File: src/hw/rtl/rtbd_pkg.sv
// rtbd_pkg: shared constants, the internal number type and its helper functions
// for the three-body derivative pipeline; depends on nothing
package rtbd_pkg;

  localparam int WORD_BITS_DEF = 40;
  localparam int FRAC_BITS_DEF = 32;
  localparam int MASS_BITS     = 32;
  localparam logic [MASS_BITS-1:0] MASS_RESET = 32'd12898;

  localparam int MANT_BITS  = 62;
  localparam int WIDE_BITS  = 64;
  localparam int LZ_BITS    = 7;
  localparam int EXP_BITS   = 12;

  localparam int LAT_ADD    = 3;
  localparam int LAT_MUL    = 3;
  localparam int ROOT_STEPS = 62;
  localparam int QUO_STEPS  = 63;
  localparam int LAT_SQRT   = ROOT_STEPS + 1;
  localparam int LAT_DIV    = QUO_STEPS + 1;

  typedef struct packed {
    logic                       neg;
    logic [MANT_BITS-1:0]       m;
    logic signed [EXP_BITS-1:0] e;
  } xf_t;

  localparam int XF_BITS = $bits(xf_t);

  // leading one moved to bit 61, low bits dropped on a right shift
  function automatic xf_t xf_norm(input logic neg, input logic [WIDE_BITS-1:0] mag,
                                  input logic signed [EXP_BITS-1:0] e);
    xf_t                  r;
    logic [LZ_BITS-1:0]   lz;
    logic [WIDE_BITS-1:0] sh;
    lz = LZ_BITS'(WIDE_BITS);
    for (int i = 0; i < WIDE_BITS; i++) begin
      if (mag[i]) lz = LZ_BITS'(WIDE_BITS - 1 - i);
    end
    if (lz < LZ_BITS'(2)) sh = mag >> (LZ_BITS'(2) - lz);
    else sh = mag << (lz - LZ_BITS'(2));
    r.neg = neg;
    r.m   = sh[MANT_BITS-1:0];
    r.e   = e + EXP_BITS'(2) - EXP_BITS'(lz);
    if (mag == '0) r = '0;
    return r;
  endfunction

  function automatic xf_t xf_neg(input xf_t a);
    xf_t r;
    r = a;
    if (a.m != '0) r.neg = !a.neg;
    return r;
  endfunction

  function automatic xf_t xf_dbl(input xf_t a);
    xf_t r;
    r = a;
    if (a.m != '0) r.e = a.e + EXP_BITS'(1);
    return r;
  endfunction

endpackage

File: src/hw/rtl/rtbd_fadd.sv
// rtbd_fadd: three-stage adder for the internal number type (align, add, normalise)
// depends on rtbd_pkg
module rtbd_fadd (
  input  logic           clk,
  input  logic           en,
  input  rtbd_pkg::xf_t  a,
  input  rtbd_pkg::xf_t  b,
  output rtbd_pkg::xf_t  y
);
  localparam int MB = rtbd_pkg::MANT_BITS;
  localparam int EB = rtbd_pkg::EXP_BITS;
  localparam int WB = rtbd_pkg::WIDE_BITS;

  rtbd_pkg::xf_t        big, sml, big_r, y_r;
  logic signed [EB:0]   dexp;
  logic [MB-1:0]        bm, bm_r;
  logic                 sub_r, sneg_r;
  logic [WB-1:0]        sum, sum_r;
  logic                 neg, neg_r;
  logic signed [EB-1:0] e_r;

  always_comb begin
    big = a;
    sml = b;
    if (a.m == '0) begin
      big = b;
      sml = '0;
    end else if (b.m == '0) begin
      sml = '0;
    end else if ($signed(b.e) > $signed(a.e)) begin
      big = b;
      sml = a;
    end
    dexp = $signed({big.e[EB-1], big.e}) - $signed({sml.e[EB-1], sml.e});
    if (dexp > $signed((EB+1)'(WB - 1))) bm = '0;
    else bm = sml.m >> dexp[5:0];
  end

  always_ff @(posedge clk) begin
    if (en) begin
      big_r  <= big;
      bm_r   <= bm;
      sub_r  <= big.neg ^ sml.neg;
      sneg_r <= sml.neg;
    end
  end

  always_comb begin
    if (!sub_r) begin
      sum = WB'(big_r.m) + WB'(bm_r);
      neg = big_r.neg;
    end else if (big_r.m >= bm_r) begin
      sum = WB'(big_r.m - bm_r);
      neg = big_r.neg;
    end else begin
      sum = WB'(bm_r - big_r.m);
      neg = sneg_r;
    end
  end

  always_ff @(posedge clk) begin
    if (en) begin
      sum_r <= sum;
      neg_r <= neg;
      e_r   <= big_r.e;
      y_r   <= rtbd_pkg::xf_norm(neg_r, sum_r, e_r);
    end
  end

  assign y = y_r;
endmodule

File: config.mk
export PLATFORM = sky130hd
export DESIGN_NAME = rtbd_fadd
export DESIGN_NICKNAME = d
export VERILOG_FILES = /design/src/hw/rtl/rtbd_pkg.sv /design/src/hw/rtl/rtbd_fadd.sv
export SDC_FILE = /design/constraint.sdc
export NUM_CORES = 2
export LEC_CHECK = 0
export BUFFER_PORTS_ARGS = -buffer_cell sky130_fd_sc_hd__buf_4
export CORE_MARGIN = 2
export CORE_UTILIZATION = 39
export DETAILED_ROUTE_END_ITERATION = 10
export HOLD_SLACK_MARGIN = 0.15
export PLACE_DENSITY = 0.57
export SYNTH_ARGS = -nofsm -noshare
export SYNTH_HDL_FRONTEND = slang
export SYNTH_SLANG_ARGS = --single-unit
File: constraint.sdc
create_clock -name clk -period 10.15 [get_ports clk]
set_input_delay 2.5375 -clock clk [delete_from_list [all_inputs] [get_ports clk]]
set_output_delay 2.5375 -clock clk [all_outputs]
set_load 0.1 [all_outputs]
==> impl_metrics.py <==
metrics = {
    "sta": {
        "fmax_mhz": 113,
        "slew_violations": 2,
        "period_needed_ps": 8870,
        "setup_tns_ps": 0,
        "final-setup-viol-count": 0,
        "max-slew-margin-rel": -0.00501,
        "skew_ps": 31.7,
        "rsz0062_at_grt": "false",
        "hold_viol": 0,
        "worst_pin_slew_ps": 1500,
        "period_share": 0.873,
    },
    "cts": {
        "root_buffer": "clkbuf_16",
        "postCtsSetupBuffers": 0,
        "clkTransAtPathRegs_ps": 60,
        "cts_buffer_depth": 3,
        "htree_levels": 2,
        "cts_tree": "yes",
        "clk_latency_ps": 590,
        "numCtsBuffers": 36,
        "cts_hold_buf": 0,
        "cts_sinks": 291,
        "cts.repair.resized": 0,
    },
    "critical_path": {
        "reg2reg_from": "sum_r[61]$_DFFE_PP_",
        "critPathCaptureType": "flip-flop",
        "r2r_end": "y[30]$_SDFFCE_PN0P_",
        "critPathArrivalTime_ps": 9240,
        "worstPathRequired_ps": 10530,
        "crit_type": "in -> reg",
        "cp-start-kind": "input pin",
        "crit_path_end": "bm_r[19]$_SDFFCE_PP0P_",
        "r2r_cells": 11,
        "crit_start": "a[37]",
        "r2r_slack_ps": 2800,
        "worst-path-max-fanout": 11,
    },
    "synthesis": {
        "synth-async-reset-ratio": 0,
        "syn-num-nets": 4740,
        "synthCells": 4352,
        "ys_warn_count": 0,
        "postSynthAreaPerCell_sq_um": 8.34,
        "syn_area_sq_um": 36300,
        "ys_seq_area_frac": 0.241,
        "ys_ff_latch": 291,
        "ys_types": 94,
        "synth_edf_count": 291,
        "ys.flop_type": "edfxtp_1",
    },
    "routing": {
        "routed-via-count": 37700,
        "vias_per_cell": 6.66,
        "ant_nets": 0,
        "drc": 0,
        "detail_route.wl_per_cell_um": 29.9,
        "dr.pass1.iters": 7,
        "detail_route.wirelength_mm": 169,
        "drt_iter0_markers": 4665,
    },
    "min_path": {
        "hp-class": "reg -> reg",
    },
    "final_layout": {
        "nets": 4777,
        "mostFrequentLayoutCell": "a21oi_1",
        "area_delta_synth_final_pct": 10.9,
        "drive_above_1_share": 0.148,
        "num-fill-cells": 9418,
        "layout_common_cells": "431 x a21oi_1, 356 x nand2_1, 332 x nor2_1",
        "fin_area_sq_um": 40300,
        "antennaDiodeCount": 0,
    },
    "pwr": {
        "p_per_area_nw_per_um2": 364,
        "ir_drop_mv": 0.339,
        "p_leak_uw": 0.0159,
    },
    "floorplanning": {
        "core_area_sq_um": 91900,
        "die_y_um": 309,
        "start_util": 0.395,
        "rows": 111,
        "die_w_um": 309,
        "ios": 227,
        "design.die.area_sq_um": 95500,
    },
    "grt": {
        "grt_max_degree": 151,
        "grt_first_pass_wirelength_mm": 245,
        "grt_pass1_vias": 36100,
        "antenna_found_initial": 2,
        "grtUsageTotal": 0.344,
        "overflow": 0,
    },
    "placement": {
        "routabilityCongestion": 1.09,
        "port_buffers": 226,
        "hpwlAfterDp_mm": 135,
        "place_area_sq_um": 39100,
    },
    "outcome": {
        "violations": "max-capacitance violations, max-slew violations",
        "outcome": "complete, but fails checks",
    },
    "job": {
        "maxCapViolCount": 1,
    },
}
metal layers:
layer  share of wire  routed length (um)  global-route usage
met1            0.39               65800               0.436
met5         0.00018                  31                   0
met4           0.078               13300               0.226
met2            0.45               76200               0.549
met3           0.083               14100              0.0471
flip-flops by register name, summed over array words and instances, names as in the netlist:
register and count:
sub_r 1, big_r 75, sum_r 64, e_r 12, bm_r 62, sneg_r 1, neg_r 1, y 75
final cells by class:
cell class / count / area [sq um] / area share
clock buffers: 39 / 912 / 0.0227
clock inverters: 25 / 273 / 0.00678
inverters: 267 / 1000 / 0.0249
multi-input cells: 3485 / 25400 / 0.632
flip-flops and latches: 291 / 8740 / 0.217
well taps: 1243 / 1560 / 0.0386
repair buffers: 308 / 2340 / 0.0583
power breakdown:
part / internal, uW / total (uW) / switching [uW]
Sequential: 1920 / 2540 / 620
Clock: 762 / 1320 / 555
Combinational: 3340 / 10800 / 7460
Total: 6010 / 14700 / 8640
per-stage QoR:
| stage | utilization | power, uW | worst slack [ps] | cells | hold WS [ps] |
|---|---|---|---|---|---|
| 2_1_floorplan | - | 9250 | 687 | 4352 | 400 |
| 3_3_place_gp | 0.425 | 12900 | 639 | 5594 | 404 |
| 3_5_place_dp | 0.425 | 12900 | 705 | 5594 | 405 |
| 4_1_cts | 0.438 | 14200 | 1300 | 5658 | 421 |
| 5_1_grt | 0.438 | 15100 | 753 | 5658 | 431 |
| 6_report | 0.438 | 14700 | 1280 | 5658 | 420 |
critical path, stage by stage:
cell and delay [ps]:
buf_4 120, nor4_1 900, nand4_1 510, nor4_2 930
nor2_4 210, mux2i_1 200, ha_2 220, fa_1 510
nor2b_1 140, o21ai_0 100, a21boi_0 290, o21ai_0 190
a22o_1 230, a211o_1 280, nor4_1 300, a221oi_1 140
buf_4 200, nor2_1 600, nand2_1 330, o221ai_1 270
cell families (layout without fill, tap and decap cells):
kind of cell / count (synthesis) / in the layout / share of synthesized area
multiplexers: 443 / 443 / 0.163
AND/OR/NAND/NOR: 1228 / 1228 / 0.159
XOR/XNOR: 86 / 86 / 0.0217
AO/OA/AOI/OAI: 1492 / 1492 / 0.271
buffers and inverters: 576 / 639 / 0.0628
adder cells (fa/ha/maj): 236 / 236 / 0.0824
flip-flops: 291 / 291 / 0.241
worst min path at each step:
stage	start	to	slack, ps	depth (start not counted)
finish	big_r[11]$_DFFE_PP_	e_r[11]$_DFFE_PP_	420	0
CTS	big_r[6]$_DFFE_PP_	e_r[6]$_DFFE_PP_	420	0
global placement	big_r[11]$_DFFE_PP_	e_r[11]$_DFFE_PP_	400	0
floorplan	big_r[0]$_DFFE_PP_	e_r[0]$_DFFE_PP_	400	0
detailed placement	big_r[6]$_DFFE_PP_	e_r[6]$_DFFE_PP_	410	0
global route	big_r[11]$_DFFE_PP_	e_r[11]$_DFFE_PP_	430	0
cells in the mapped netlist (18+ instances only):
cell type	n	area, sq um
a21oi_1	431	2160
nand2_1	357	1340
nor2_1	336	1260
edfxtp_1	291	8740
o21ai_0	265	1330
inv_1	260	976
ha_1	231	2890
mux2i_1	219	2190
clkbuf_1	202	758
mux2_2	118	1330
nor3_1	116	581
nand3_1	108	541
mux4_2	106	2390
a22oi_1	82	616
o21bai_1	77	578
nor4_1	71	444
o211ai_1	67	503
xnor2_1	67	587
buf_2	65	325
a211oi_1	61	458
nand4_1	59	369
a21o_1	51	383
o221ai_1	46	403
o22ai_1	45	282
a31oi_1	42	263
a21boi_0	35	263
o21a_1	35	263
buf_1	33	124
nor2b_1	29	181
o31ai_1	28	210
nand2b_1	27	169
or3_1	27	169
a221oi_1	25	219
and2_1	24	150
a221o_1	22	220
a211o_1	20	175
or2_2	18	113
Note: power is estimated with default switching activity, not from simulation.
